## config.mk

```make
export PLATFORM = sky130hd
export DESIGN_NAME = wna_queue
export DESIGN_NICKNAME = d
export VERILOG_FILES = /design/src/rtl/wna_queue.sv
export SDC_FILE = /design/constraint.sdc
export NUM_CORES = 1
export LEC_CHECK = 0
export ABC_AREA = 1
export BUFFER_PORTS_ARGS = -buffer_cell sky130_fd_sc_hd__buf_2
export CAP_MARGIN = 20
export CORE_ASPECT_RATIO = 1.4
export CORE_MARGIN = 4
export CORE_UTILIZATION = 59
export CTS_CLUSTER_DIAMETER = 40
export CTS_CLUSTER_SIZE = 30
export DETAILED_ROUTE_END_ITERATION = 8
export GPL_TIMING_DRIVEN = 0
export PLACE_DENSITY = 0.83
export SETUP_SLACK_MARGIN = 0.3
export SLEW_MARGIN = 20
export SYNTH_ARGS = -nofsm -noshare
export SYNTH_HDL_FRONTEND = slang
export SYNTH_SLANG_ARGS = --single-unit
```

## constraint.sdc

```tcl
create_clock -name clk -period 3.79 [get_ports clk]
set_clock_uncertainty 0.15 [all_clocks]
set_input_delay 0.758 -clock clk [delete_from_list [all_inputs] [get_ports clk]]
set_output_delay 0.758 -clock clk [all_outputs]
set_load 0.02 [all_outputs]
```

## src/rtl/wna_queue.sv

```systemverilog
// ----------------------------------------------------------------------------
// wna_queue
// Small register FIFO holding finished node sums until the divider takes them.
// ----------------------------------------------------------------------------
`default_nettype none

module wna_queue #(
  parameter int DATA_W = 8,
  parameter int DEPTH  = 4
) (
  input  wire logic                        clk,
  input  wire logic                        rst_n,
  input  wire logic                        push,
  input  wire logic [DATA_W-1:0]           push_data,
  input  wire logic                        pop,
  output logic                             empty,
  output logic [DATA_W-1:0]                head_data,
  output logic [$clog2(DEPTH+1)-1:0]       count
);

  localparam int PTR_W = (DEPTH > 1) ? $clog2(DEPTH) : 1;
  localparam int CNT_W = $clog2(DEPTH + 1);

  logic [DATA_W-1:0] mem [DEPTH];
  logic [PTR_W-1:0]  wr_ptr_r, wr_ptr_nxt;
  logic [PTR_W-1:0]  rd_ptr_r, rd_ptr_nxt;
  logic [CNT_W-1:0]  count_r, count_nxt;
  logic              do_pop;

  assign do_pop = pop && (count_r != '0);

  always_comb begin
    wr_ptr_nxt = wr_ptr_r;
    rd_ptr_nxt = rd_ptr_r;
    count_nxt  = count_r;
    if (push) begin
      wr_ptr_nxt = (wr_ptr_r == PTR_W'(DEPTH - 1)) ? '0 : wr_ptr_r + 1'b1;
    end
    if (do_pop) begin
      rd_ptr_nxt = (rd_ptr_r == PTR_W'(DEPTH - 1)) ? '0 : rd_ptr_r + 1'b1;
    end
    if (push && !do_pop) begin
      count_nxt = count_r + 1'b1;
    end else if (!push && do_pop) begin
      count_nxt = count_r - 1'b1;
    end
  end

  always_ff @(posedge clk) begin
    if (!rst_n) begin
      wr_ptr_r <= '0;
      rd_ptr_r <= '0;
      count_r  <= '0;
    end else begin
      wr_ptr_r <= wr_ptr_nxt;
      rd_ptr_r <= rd_ptr_nxt;
      count_r  <= count_nxt;
    end
  end

  always_ff @(posedge clk) begin
    if (push) begin
      mem[wr_ptr_r] <= push_data;
    end
  end

  assign empty     = (count_r == '0);
  assign head_data = mem[rd_ptr_r];
  assign count     = count_r;

  // Front side reserves space, so a push never meets a full queue
  a_no_push_when_full: assert property (@(posedge clk) disable iff (!rst_n)
    push |-> (count_r != CNT_W'(DEPTH)))
    else $error("wna_queue: push while full");

endmodule

`default_nettype wire

```

# Yosys cells after proc, flatten, opt, wreduce, memory -nomap -nowiden
# Memories as Yosys holds them, arrays and structs flattened. A register that Yosys moved wholly into a read port is not among the register bits.
# Index checks and enable logic that the tools add are counted.
[totals] word_cells=26 reg_bits=7 mem_bits_rw=32 mem_count=1 inputBits=12
[classes] n_reduce_logical=8 addsub=4 n_eq_ne=2 n_mux=8
[memory_table] name="mem" depth=4 width=8 read_ports=1 rd_clocked_by_memory_dff=1 wr=1 line_no="24" rtl="logic [DATA_W-1:0] mem [DEPTH];"
[ops] operator="$mux 2" n=4
[ops] operator="$mux 3" n=2
[ops] operator="$add 2x1->2 const B" n=2
[ops] operator="$eq 2x2->1 const B" n=2
[ops] operator="$add 3x1->3 const B" n=1
[ops] operator="$logic_and 1x1->1" n=3
[ops] operator="$logic_not 3->1" n=1
[ops] operator="$reduce_bool 3->1" n=1
[ops] operator="$sub 3x1->3 const B" n=1
[ops] operator="$logic_not 1->1" n=2
[ops] operator="$mux 1" n=2
[ops] operator="$reduce_bool 2->1" n=1

# Logic depth before layout (Yosys ltp)
[depth] word_depth=5 ltp_mapped=12

# Worst setup path after synthesis
# OpenSTA, ideal clock, no wires.
[synth_timing] kind="input to register" from="input port pop" to="register count_r[2] (netlist: count[2])" setup_slack_ns=1.820 n_path_buf=0 setup_time_ns=0.110 required_ns=3.530 path_stages=10 arrival_ns=1.710 cell_sequence="nand2_1 -> ha_1 -> inv_1 -> fa_1 -> inv_1 -> nand2_1 -> nand3_1 -> nand2_1 -> inv_1 -> nor2_1"
[synth_via] elab_chain_len=4
[synth_lines] element="start, declared" line_no="15" rtl="input wire logic pop,"
[synth_lines] element="$logic_and 1x1->1 *" line_no="30" rtl="assign do_pop = pop && (count_r != '0);"
[synth_lines] element="$logic_not 1->1" line_no="42" rtl="if (push && !do_pop) begin"
[synth_lines] element="$logic_and 1x1->1" line_no="42"
[synth_lines] element="$mux 3 / $reduce_bool 2->1 (equally long branches)"
[synth_lines] element="end signal, assigned" line_no="57" rtl="count_r <= count_nxt;"
[synth_lines] element="end, declared" line_no="27" rtl="logic [CNT_W-1:0] count_r, count_nxt;"
# Every way passes the cells marked *; elsewhere a longest branch is shown, timed or not.
# A chain may end at the register's enable or synchronous reset.

==> results.py <==
metrics = {
    "synth": {
        "synth_seq_cells": 41,
        "synth_area_um2": 1670,
        "synth_edf_count": 32,
        "syn_inst": 140,
        "synth_top_cell_area_share_pct": 57.6,
        "yosysWarnings": 0,
        "synth_cell_types": 20,
        "synth_top_cell_by_area": "edfxtp_1",
        "synthTopCellsByCount": "edfxtp_1 (32), nor2_1 (24), inv_1 (16)",
        "ys_seq_area_share_pct": 68.4,
        "yosys-top-cells-area": "edfxtp_1 (58%), dfxtp_1 (11%), nor2_1 (5.4%), ha_1 (4.5%), o21ai_0 (4.2%)",
        "syn_avg_cell_area_um2": 11.9,
        "synthesis.nets": 159,
        "ys.flop_type": "edfxtp_1",
        "ys_async_sr_fraction_pct": 0,
        "post-synth-top-count-cell": "edfxtp_1",
    },
    "global_routing": {
        "use_met1_pct": 15.5,
        "met2_usage_pct": 32.9,
        "grt_pass1_wl_mm": 4.58,
        "grt_max_degree": 14,
        "antenna_found_initial": 0,
        "grt_usage_pct": 17.7,
        "top_usage_layer": "met2",
        "grt_overflow": 0,
        "gr-usage-met3_pct": 4.42,
        "grt_pass1_vias": 1089,
    },
    "placed_design": {
        "dpl_cell_area_um2": 1830,
        "routabilityCongestion": 0.782,
        "port_buffers": 23,
        "dp_slack_ps": 1550,
        "dp.final_hpwl_mm": 2.14,
    },
    "setup_path": {
        "crit_type": "reg -> out",
        "slowest_stage": "dfxtp_1",
        "r2r_cells": 12,
        "cpPeakStageDelay_ps": 530,
        "cp_top_family": "flip-flops",
        "path_cells": "inv_2 -> buf_6 -> nor2_1 -> o22ai_1 -> buf_2",
        "timing.rr.start": "count[1]",
        "critPathLaunchType": "register",
        "end_kind": "primary output",
        "rrSetupSlack_ps": 1760,
        "r2r_end": "count[2]",
        "worst_ep_required_time_ps": 2880,
        "cp.arrival_ps": 1590,
        "path_buf_inv": 3,
        "crit_path_max_fanout": 10,
    },
    "job": {
        "maxCapViolCount": 0,
    },
    "detailed_routing": {
        "wl_per_cell_um": 14.6,
        "ant_nets": 0,
        "viasPerCell": 5.44,
        "drt_iter0_drc": 40,
        "dr_total_vias": 1127,
        "wl_mm": 3.03,
        "drt_pass1_iterations": 4,
        "drc": 0,
    },
    "finish": {
        "drive_above_1_share_pct": 21.6,
        "fin_util_pct": 71.4,
        "seq_area_um2": 1140,
        "nNetsFinal": 189,
        "design_area_um2": 1910,
        "multi_input_area_um2": 442,
        "fill_cells": 188,
        "syn2layout_area_growth_pct": 14.2,
        "diodes": 0,
    },
    "die": {
        "num_io_pins": 24,
        "die_y_um": 70.9,
        "die_x_um": 53.0,
        "initial_core_util_pct": 62.5,
        "core_area_um2": 2670,
        "dieArea_um2": 3760,
        "placementRows": 22,
    },
    "timing": {
        "finalCriticalPeriod_ps": 2490,
        "hold_violations": 0,
        "final-setup-viol-count": 0,
        "layout_setup_ws_ps": 1300,
        "slew_violations": 0,
        "rsz0062_at_grt": "false",
        "fin_tns_setup_ps": 0,
        "fin_crit_sh_pct": 65.8,
        "worst_slew_pin_slew_ps": 380,
        "max_freq_ghz": 0.401,
        "slew_headroom_pct": 74.6,
    },
    "clock_network": {
        "cts_made_buffers": 5,
        "cts_hold_buffers": 0,
        "cts_setup_buffers": 0,
        "clock_sinks": 41,
        "htree_num_levels": 2,
        "clkTransAtPathRegs_ps": 100,
        "cts_resized": 0,
        "clock_latency_ps": 350,
        "tritoncts": "built",
        "root_buffer": "clkbuf_4",
        "clockBufferDepth": 2,
    },
    "power": {
        "finalPower_w": 0.00129,
        "ir_drop_v": 0.000450,
        "p_leak_nw": 0.792,
        "p_per_area_nw_per_um2": 678,
    },
    "hold_path": {
        "holdPathStages": 2,
        "whs_endpoint": "wr_ptr_r[1]",
        "hold_start": "wr_ptr_r[1]",
        "hold_class": "reg -> reg",
    },
    "run_status": {
        "status": "finished, final reports clean",
    },
}
==> cell families (layout without fill, tap and decap cells) <==
family / count (synthesis) / after routing / share of synthesized area, %
buffers and inverters: 19 / 50 / 5.17
AOI/OAI and AO/OA: 29 / 29 / 9.75
and+or+nand+nor: 43 / 43 / 10.5
adders and majority gates: 7 / 7 / 5.70
DFF: 41 / 41 / 68.4
xor gates and xnor gates: 1 / 1 / 0.525
==> sequential cells by signal (all words and copies together) (netlist names), named ones only <==
name,count
rd_ptr_r,2
wr_ptr_r,2
mem,32
count,3
==> cell type report <==
type | instances | share of cell area (%)
clock inverter | 2 | 1.84
sequential | 41 | 59.9
clock buffer | 6 | 2.17
timing repair buffer | 23 | 6.04
multi-input combinational | 80 | 23.2
inverter | 17 | 3.35
buffer | 2 | 1.18
tap | 36 | 2.36
==> where the power goes <==
part / leakage [nW] / internal, W / switching (W) / total [W]
Clock: 0.0422 / 0.000138 / 0.000128 / 0.000266
Sequential: 0.369 / 0.000531 / 0.0000470 / 0.000578
Combinational: 0.381 / 0.000156 / 0.000291 / 0.000447
Total: 0.792 / 0.000826 / 0.000466 / 0.00129
==> cells in the final DEF (no fill, tap or decap), drive strengths merged, types with 3 or more instances in the layout <==
| cell type | count |
|---|---|
| edfxtp | 32 |
| nor2 | 26 |
| buf | 25 |
| o21ai | 18 |
| inv | 17 |
| nand2 | 13 |
| dfxtp | 9 |
| o22ai | 8 |
| ha | 6 |
| clkbuf | 6 |
| a21oi | 3 |
==> worst max path at each step <==
stage                     cells after the start  slack [ps]      endpoint      from
after floorplan                              10        1820      count[2]       pop
after global placement                       11        1630      count[2]       pop
after detailed placement                     11        1550      count[2]       pop
after CTS                                     5        1270  head_data[6]  register
after global routing                          5        1190  head_data[6]  register
final                                         5        1300  head_data[6]  register
==> worst reg2reg max path, stage by stage (launching register included) <==
cell	delay, ps
dfxtp_1	360
nor2_1	150
nand2_1	110
nand2_1	120
ha_1	190
inv_1	80
fa_1	400
inv_1	70
nand2_1	70
nand3_1	90
nand2_1	50
inv_1	50
nor2_1	40
==> metrics by stage <==
stage	hold WS, ps	cells
after global placement	348	199
final	389	207
after floorplan	333	140
after detailed placement	365	199
after global routing	406	207
after CTS	388	207
==> layer usage <==
layer  share of wire, %  vias to the layer above
met2                 55                       45
met4                3.6                        0
met5                  0                        -
met3                6.0                       13
met1                 36                      526
li1                   -                      543
No activity file was read; power rests on OpenSTA's default activity.
