==> config.mk <==
export PLATFORM = sky130hd
export DESIGN_NAME = wna_back
export DESIGN_NICKNAME = d
export VERILOG_FILES = /design/src/rtl/wna_pkg.sv /design/src/rtl/wna_back.sv
export SDC_FILE = /design/constraint.sdc
export NUM_CORES = 1
export LEC_CHECK = 0
export ABC_AREA = 1
export BUFFER_PORTS_ARGS = -buffer_cell sky130_fd_sc_hd__buf_2
export CAP_MARGIN = 20
export CORE_MARGIN = 2
export CORE_UTILIZATION = 35
export DETAILED_ROUTE_END_ITERATION = 7
export GPL_ROUTABILITY_DRIVEN = 0
export PLACE_DENSITY = 0.65
export SETUP_SLACK_MARGIN = 0.1
export SLEW_MARGIN = 10
export SYNTH_ARGS = -nofsm -noshare
export SYNTH_HDL_FRONTEND = slang
export SYNTH_SLANG_ARGS = --single-unit
export TNS_END_PERCENT = 30
==> constraint.sdc <==
create_clock -name clk -period 11.1 [get_ports clk]
set_clock_uncertainty 0.2 [all_clocks]
set_input_delay 2.775 -clock clk [delete_from_list [all_inputs] [get_ports clk]]
set_output_delay 2.775 -clock clk [all_outputs]
set_load 0.02 [all_outputs]
==> src/rtl/wna_pkg.sv <==
// ----------------------------------------------------------------------------
// wna_pkg
// Shared types and fixed field widths of the weighted neighbor average block.
// ----------------------------------------------------------------------------
`default_nettype none

package wna_pkg;

  // Fixed port widths of the payload fields
  localparam int COND_PORT_W  = 24;
  localparam int PRESS_PORT_W = 32;

  // Node jobs parked between front and back
  localparam int QUEUE_DEPTH = 4;
  localparam int QUEUE_CNT_W = $clog2(QUEUE_DEPTH + 1);

  typedef enum logic [1:0] {
    ST_OK       = 2'd0,
    ST_BOUNDARY = 2'd1,
    ST_ZERO     = 2'd2,
    ST_OVERFLOW = 2'd3
  } status_t;

endpackage

`default_nettype wire

==> src/rtl/wna_back.sv <==
// ----------------------------------------------------------------------------
// wna_back
// Takes node jobs from the queue, runs a radix-2 restoring divide of the
// weighted sum by the weight sum, and holds the result beat for the sink.
// ----------------------------------------------------------------------------
`default_nettype none

module wna_back #(
  parameter int MAX_LINKS        = 64,
  parameter int PRESSURE_BITS    = 32,
  parameter int CONDUCTANCE_BITS = 24
) (
  input  wire logic                                  clk,
  input  wire logic                                  rst_n,
  input  wire logic                                  q_empty,
  output logic                                       q_pop,
  input  wire logic signed [CONDUCTANCE_BITS+PRESSURE_BITS+$clog2(MAX_LINKS)-1:0] q_wsum,
  input  wire logic [CONDUCTANCE_BITS+$clog2(MAX_LINKS)-1:0] q_weight,
  input  wire logic signed [PRESSURE_BITS-1:0]       q_own,
  input  wire wna_pkg::status_t                      q_status,
  output logic                                       out_empty,
  input  wire logic                                  out_pop,
  output logic signed [wna_pkg::PRESS_PORT_W-1:0]    out_new_pressure,
  output wna_pkg::status_t                           out_status
);

  import wna_pkg::*;

  localparam int CB   = CONDUCTANCE_BITS;
  localparam int PB   = PRESSURE_BITS;
  localparam int LG   = $clog2(MAX_LINKS);
  localparam int WSW  = CB + LG;
  localparam int PW   = CB + PB + LG;
  localparam int ITW  = $clog2(PB);

  typedef enum logic [1:0] {
    S_IDLE,
    S_SETUP,
    S_DIV,
    S_DONE
  } state_t;

  state_t                 state_r;
  logic                   neg_r;
  logic signed [PW-1:0]   wsum_r;
  logic [WSW-1:0]         div_r;
  logic [WSW-1:0]         rem_r;
  logic [PB-1:0]          qsh_r;
  logic [ITW-1:0]         iter_r;
  status_t                stat_r;

  logic                   out_valid_r;
  logic signed [PRESS_PORT_W-1:0] out_press_r;
  status_t                out_stat_r;

  logic [PW-1:0]          mag;
  logic [WSW:0]           trial;
  logic                   ge;
  logic [WSW:0]           diff;
  logic signed [PB-1:0]   result;
  logic                   out_free;

  assign q_pop    = (state_r == S_IDLE) && !q_empty;
  assign mag      = neg_r ? PW'(-wsum_r) : PW'(wsum_r);
  assign trial    = {rem_r, qsh_r[PB-1]};
  assign ge       = (trial >= {1'b0, div_r});
  assign diff     = trial - {1'b0, div_r};
  assign result   = neg_r ? -signed'(qsh_r) : signed'(qsh_r);
  assign out_free = !out_valid_r || out_pop;

  always_ff @(posedge clk) begin
    if (!rst_n) begin
      state_r     <= S_IDLE;
      out_valid_r <= 1'b0;
    end else begin
      // in S_DONE the output slot is refilled below whenever it frees up
      if (out_pop && (state_r != S_DONE)) begin
        out_valid_r <= 1'b0;
      end
      case (state_r)
        S_IDLE: begin
          if (!q_empty) begin
            wsum_r <= q_wsum;
            div_r  <= q_weight;
            if (q_status != ST_OK) begin
              qsh_r   <= q_own;
              neg_r   <= 1'b0;
              stat_r  <= q_status;
              state_r <= S_DONE;
            end else if (q_weight == '0) begin
              qsh_r   <= q_own;
              neg_r   <= 1'b0;
              stat_r  <= ST_ZERO;
              state_r <= S_DONE;
            end else begin
              neg_r   <= q_wsum[PW-1];
              stat_r  <= ST_OK;
              state_r <= S_SETUP;
            end
          end
        end
        S_SETUP: begin
          // quotient fits PB bits, so the top part starts below the divisor
          rem_r   <= mag[PW-1:PB];
          qsh_r   <= mag[PB-1:0];
          iter_r  <= ITW'(PB - 1);
          state_r <= S_DIV;
        end
        S_DIV: begin
          rem_r  <= ge ? diff[WSW-1:0] : trial[WSW-1:0];
          qsh_r  <= {qsh_r[PB-2:0], ge};
          iter_r <= iter_r - 1'b1;
          if (iter_r == '0) begin
            state_r <= S_DONE;
          end
        end
        S_DONE: begin
          if (out_free) begin
            out_valid_r <= 1'b1;
            out_press_r <= PRESS_PORT_W'(result);
            out_stat_r  <= stat_r;
            state_r     <= S_IDLE;
          end
        end
        default: begin
          state_r <= S_IDLE;
        end
      endcase
    end
  end

  assign out_empty        = !out_valid_r;
  assign out_new_pressure = out_press_r;
  assign out_status       = out_stat_r;

  a_rem_below_div: assert property (@(posedge clk) disable iff (!rst_n)
    (state_r == S_DIV) |-> (rem_r < div_r))
    else $error("wna_back: partial remainder not below divisor");

  a_result_held: assert property (@(posedge clk) disable iff (!rst_n)
    (out_valid_r && !out_pop) |=> (out_valid_r && $stable(out_press_r)
                                   && $stable(out_stat_r)))
    else $error("wna_back: waiting result changed");

endmodule

`default_nettype wire

# Yosys cells after proc, flatten, opt, wreduce, memory -nomap -nowiden
# Cells that the tools add are included.
# classes
addsub,4
reduce_logical,17
eq_ne,8
n_lt_le_gt_ge,1
bitwise_logic,1
n_mux,20
# op_table
operator,count
two-way mux 32 bit,4
case mux 32 bit (3 select lines),1
two-way mux 62 bit,1
negation 62 bit,1
case mux 30 bit (2 select lines),1
negation 32 bit,1
>= comparator 31 x 30 -> 1 bit,1
logical NOT 30 bit,1
two-way mux 30 bit,1
subtractor 30 bit,1
two-way mux 2 bit,7
case mux 5 bit (2 select lines),1
AND reduction 3 bit,3
!= test 2 bit (second input constant),4
case mux 2 bit (4 select lines),1
logical NOT 5 bit,1
subtractor 5 x 1 -> 5 bit (second input constant),1
equality test 2 bit (second input constant),2
AND reduction 4 bit,1
nonzero test 2 bit,2
two-way mux 1 bit,3
!= test 3 x 1 -> 1 bit (second input constant),1
nonzero test 3 bit,1
equality test 2 x 1 -> 1 bit (second input constant),1
7 further kinds,9
# totals
ff_bits,199
input_bits,130
out_inout_bits,36

# Logic depth before layout (Yosys ltp)
# Gate-level depths: netlist (run 1).
# depth
ltp_word,5
depth_mapped,17
mapped_depth_nobuf,16

# Worst setup path after synthesis (run 1)
# No wires, ideal clock.
# synth_path
kind,input-to-reg
from,in q_empty
to,"reg div_r[0], enable pin"
path_buffers,0
path_slack_ns,0.878
t_arrival_ns,9.356
cell_stages,1
path_cell_list,nor3_1
# synth_between
elab_chain_len,2
# synth_lines
item,line_no,rtl
start: declaration,wna_back.sv:15,"input wire logic q_empty,"
NOT 1 bit (no line),--,
AND reduction 3 bit (no line),--,
end signal: assignment,wna_back.sv:84,div_r <= q_weight;
end: declaration,wna_back.sv:46,logic [WSW-1:0] div_r;
# No other way between the ends.
# A chain may end at the register's enable or synchronous reset.

# Worst setup path in the final report (run 1)
# layout_path
from,in q_empty
to,out q_pop
# layout_between
elab_chain_len,2
# layout_lines
item,line_no,rtl
logical NOT 1 bit,--,
logical AND 1 bit,wna_back.sv:63,assign q_pop = (state_r == S_IDLE) && !q_empty;
end: declaration,wna_back.sv:16,"output logic q_pop,"
# No other way between the ends.

==> impl_metrics.ini, run 1 <==
[timing]
whs_ns = 0.248
tightest_slew_ns = 0.947
finalHoldViolCount = 0
finalSetupViolations = 0
tns_ns = 0
fmax_mhz = 163
min_period_ns = 6.14
rsz0062_at_grt = no
slew_viol_final = 0
fin_crit_sh_pct = 55.3
setup_ws_ns = 4.96
slew_headroom_pct = 36.8

[power]
ir_drop_uv = 148
power.density_nw_per_um2 = 221
cellLeakagePower_nw = 6.61

[final_layout]
nFillCells = 3827
final_net_count = 2055
final_util_pct = 40.9
final_layout_size_suffix_gt1_share_pct = 13.0
area_growth_pct = 14.5
design_area_um2 = 15000

[drt]
drtAntennaViolNets = 0
drtPass1Iterations = 6
drtIter0Drc = 1264
route.detailed.drc = 0
vias_per_cell = 5.09
wl_um = 39800
vias = 12064
wl_per_cell_um = 16.8

[global_route]
grt_max_degree = 97
grt_overflow = 0
grt_pass1_wl_um = 61400
grt_pass1_vias = 11212
grtUsageMet1_pct = 29.4
grt_util_met3_pct = 3.42
antenna_found_initial = 6
busiest_layer = met2
grt_use_met2_pct = 31.4
track_usage_pct = 20.5

[placement]
numPortBuffers = 165
placed_area_um2 = 14500
place_ws_ns = 4.95
hpwl_um = 31400

[critical_path]
critical_path_class = input port to output port
regToRegStartpoint = qsh_r[31]
critPathRequiredTime_ns = 8.12
crit_fanout = 3
startpoint = q_empty
worstPathArrival_ns = 3.17
worst_setup_path_start_kind = input port
cp-end-kind = output port

[synthesis]
ys_ff_latch = 199
ys.flop_type = edfxtp_1
syn_avg_cell_area_um2 = 7.59
synth_edf_count = 196
synth.most_common_cell = nand2_1
syn_area_um2 = 13100
yosys_warnings = 0
synth_top_cell_area_share_pct = 44.8
synth_cell_types = 42
postSynthCellCount = 1732
synth-async-reset-ratio_pct = 0
yosysTopAreaCell = edfxtp_1
synth_nets = 1900
netlist_top_cells_area = edfxtp_1, nand2_1, nand3_1
ys_seq_area_share_pct = 45.2
synth_common_cells = nand2_1, inv_1, nor2_1, edfxtp_1, nand3_1

[flow_run]
drv_cap = 0

[cts]
tritoncts = yes
clockBufferDepth = 2
cts_resized = 0
cts.htree.levels = 4
root_buffer = clkbuf_16
clk_latency_ns = 0.46
cts_made_buffers = 17
post_cts_buffers = 0
clock-sinks = 199
path_clk_slew_ns = 0.07
hold_buffers = 0

[worst_hold_path]
hp-class = flip-flop to flip-flop
hp-start = stat_r[0]

[floorplanning]
core.rowCount = 70
core_um2 = 36800
num_io_pins = 166
die_w_um = 198
die_y_um = 198
initial_core_util_pct = 35.7
die-area_um2 = 39100

[run_status]
status = complete, no violations
state kept, by name (all words and copies together) (netlist names), 2 cells and up:
signal / flops
out_new_pressure: 32
wsum_r: 62
qsh_r: 32
stat_r: 2
out_status: 2
state_r: 2
iter_r: 5
div_r: 30
rem_r: 30
where the power goes:
group	switching, mW	leakage (nW)	internal, mW
clock	0.313	0.284	0.321
sequential	0.144	1.82	1.09
combinational	0.976	4.51	0.476
worst paths after layout:
| kind | depth (start not counted) | end | slack, ns |
|---|---|---|---|
| worst min register to register | 0 | out_status[0] | 0.25 |
| worst max-delay path | 3 | q_pop | 4.96 |
| worst max register to register | 15 | rem_r[29] | 7.73 |
| worst min-delay path | 0 | out_status[0] | 0.25 |
cell usage in the layout (no fill, tap or decap), types with 4 or more instances in the layout:
cell	count
nand2_1	478
inv_1	232
nor2_1	231
edfxtp_1	196
nand3_1	190
buf_2	165
a21oi_1	92
o21ai_0	47
nand4_1	37
ha_1	36
xor2_1	27
xnor2_1	17
clkbuf_16	17
nor3_1	15
nand3b_1	12
o21ai_2	11
buf_4	11
o21bai_1	10
nor2_2	9
or2_2	6
a21boi_0	6
nor3_2	4
and2_1	4
a31oi_1	4
nor4_1	4
inv_8	4
inv_6	4
layout make-up:
cell class / instances / area (um2) / area share [%]
clock buffer: 19 / 433 / 2.88
clock inverter: 13 / 151 / 1.01
timing repair buffer: 176 / 908 / 6.04
sequential: 199 / 5950 / 39.5
inverter: 234 / 878 / 5.84
antenna: 2 / 5.00 / 0.0333
tap: 468 / 586 / 3.89
multi-input combinational: 1259 / 6140 / 40.8
cell families after synthesis:
kind of cell	share of synthesized area, %
fa+ha+maj	3.67
simple gates	32.5
compound gates	7.49
flops	45.2
buf+inv	8.19
xor+xnor	2.93
per-layer routing:
layer / vias to the layer above / routed length (um)
met5: - / 57
met4: 10 / 1110
met3: 73 / 3220
met2: 523 / 17500
met1: 5440 / 18000
li1: 6018 / -
per-stage QoR:
step / total power [mW] / cells
after floorplan: 2.28 / 1732
after global placement: 2.65 / 2336
after detailed placement: 2.68 / 2336
after CTS: 3.33 / 2368
after global routing: 3.58 / 2369
final: 3.32 / 2370
critical path, cell delays in order:
cell and delay [ns]:
buf_2 0.12, nor2_1 0.10, buf_2 0.17
No activity file was read; power rests on OpenSTA's default activity.
==> run 2, diff against run 1 <==
ABC_AREA = 0   (was 1)
PLACE_DENSITY = 0.67   (was 0.65)
clock period = 4.9 ns   (was 11.1 ns; I/O delays follow)
==> run 2 against run 1 <==
Critical path depth up 5. Routed wire length down 27%. Cell count down 32%. Power up 110%. Hold slack worse by 0.0089 ns. Global-route usage down 3.0 points. Highest routed layer is now met4.
==> impl_metrics.ini, run 2 <==
[timing]
finalHoldViolCount = 0
rsz0062_at_grt = no
tightest_slew_ns = 0.976
setup_ws_ns = 0.885
fin_crit_sh_pct = 81.9
slew_headroom_pct = 34.7
tns_ns = 0
whs_ns = 0.240
min_period_ns = 4.01
fmax_mhz = 249
slew_viol_final = 0
finalSetupViolations = 0

[critical_path]
worst_path_most_repeated_cell = or4_1
worst_setup_path_start_kind = flip-flop
slowest_delay_ns = 0.60
critical_path.cell_chain = or4_1 > or4_1 > nor4_1 > or4b_4 > or3_4 > o31ai_2 > xor2_1 > o22ai_1
worstPathArrival_ns = 4.00
cpMaxStageDelayCell = or4_1
critical_path_class = flip-flop to flip-flop
cp-end-kind = flip-flop
critPathRequiredTime_ns = 4.89
crit_fanout = 5

[synthesis]
synth_cell_types = 58
ys_ff_latch = 199
syn_avg_cell_area_um2 = 10.7
yosysTopAreaCell = edfxtp_1
ys.flop_type = edfxtp_1
netlist_top_cells_area = edfxtp_1, xnor2_1, ha_1
yosys_warnings = 0
synth-async-reset-ratio_pct = 0
postSynthCellCount = 1045
synth.most_common_cell = edfxtp_1
synth_top_cell_area_share_pct = 52.8
ys_seq_area_share_pct = 53.4
synth_edf_count = 196
syn_area_um2 = 11100
synth_common_cells = edfxtp_1, nand2_1, xnor2_1, nor2_1, a21oi_1
synth_nets = 1213

[cts]
cts_resized = 0
clk_latency_ns = 0.45
clockBufferDepth = 2
post_cts_buffers = 0
clock-sinks = 199
cts.htree.levels = 4
hold_buffers = 0
path_clk_slew_ns = 0.07
cts_made_buffers = 17
root_buffer = clkbuf_16
tritoncts = yes

[drt]
drtIter0Drc = 727
drtAntennaViolNets = 0
route.detailed.drc = 0
vias_per_cell = 5.37
wl_per_cell_um = 18.1
drtPass1Iterations = 5
vias = 8670
wl_um = 29200

[floorplanning]
core.rowCount = 65
die_y_um = 182
core_um2 = 31500
num_io_pins = 166
die-area_um2 = 33300
initial_core_util_pct = 35.4
die_w_um = 182

[global_route]
grtUsageMet1_pct = 23.6
grt_use_met2_pct = 27.4
grt_util_met3_pct = 3.51
grt_overflow = 0
grt_pass1_vias = 8260
grt_max_degree = 95
busiest_layer = met2
track_usage_pct = 17.5
antenna_found_initial = 3
grt_pass1_wl_um = 44800

[worst_hold_path]
hp-class = flip-flop to flip-flop

[power]
cellLeakagePower_nw = 4.73
power.density_nw_per_um2 = 546
power_mw = 7.13
ir_drop_uv = 335

[final_layout]
top_register = wsum_r
design_area_um2 = 13100
final_util_pct = 41.5
final_common_cell = edfxtp_1
mostFrequentLayoutCells = edfxtp_1, buf_2, nand2_1, xnor2_1, nor2_1
final_layout_size_suffix_gt1_share_pct = 18.9
final_net_count = 1365
largest_reg_flops = 62
layoutNonFillerInstCount = 1616
area_growth_pct = 17.3

[placement]
hpwl_um = 22300
place_ws_ns = 0.905
dp.cells = 1578
placed_area_um2 = 12400
numPortBuffers = 165

[run_status]
status = complete, no violations

[flow_run]
drv_cap = 0
## run 2: cell count changes after synthesis, moves of 29 or more
cell     before  now
nor2_1      231   78
nand4_1      37    8
nand2_1     478  110
inv_1       232   50
nand3_1     190   12
a22oi_1       0   32
xnor2_1      17   95
## run 2: kinds of logic (layout without fill, tap and decap cells)
kind of cell               count (synthesis)  count (layout)  share of synthesized area, %
DFF                                      199             199                          53.4
AOI/OAI and AO/OA                        276             276                          15.8
buffers and inverters                     94             259                          3.18
xor gates and xnor gates                 115             115                          9.04
and+or+nand+nor                          322             322                          14.2
other                                      0               4                             0
adders and majority gates                 38              38                          4.34
muxes                                      1               1                        0.0899
## run 2: layer usage
metal,part of all wire [%],routed length [um],vias up
li1,-,-,4198
met1,45,13200,4129
met2,45,13300,298
met3,6.3,1830,45
met4,3.1,895,0
met5,0,0,-
## run 2: layout make-up
type                    count  area (um2)
repair buffers            177         945
inverters                  50         188
clock inverters            15         189
fillers                  2979       18400
multi-input cells         752        4870
flip-flops and latches    199        5950
clock buffers              17         425
diodes                      4        10.0
well taps                 402         503
## run 2: critical path, delay by kind of cell (launching register included)
kind,cells,cell delay [ns]
xor+xnor,1,0.18
flops,1,0.45
compound gates,2,0.34
simple gates,5,2.59
## run 2: worst paths after layout
check	slack [ns]	start	endpoint	cells after the start
setup / recovery	0.89	wsum_r[27]	rem_r[29]	8
hold / removal	0.24	stat_r[0]	out_status[0]	0
setup reg to reg	0.89	wsum_r[27]	rem_r[29]	8
hold reg to reg	0.24	stat_r[0]	out_status[0]	0
## run 2: report_power, final
| group | switching, mW | internal, mW | leakage (nW) | total (mW) |
|---|---|---|---|---|
| clock network | 0.690 | 0.777 | 0.294 | 1.47 |
| logic | 1.68 | 1.10 | 2.61 | 2.78 |
| registers | 0.386 | 2.49 | 1.82 | 2.88 |
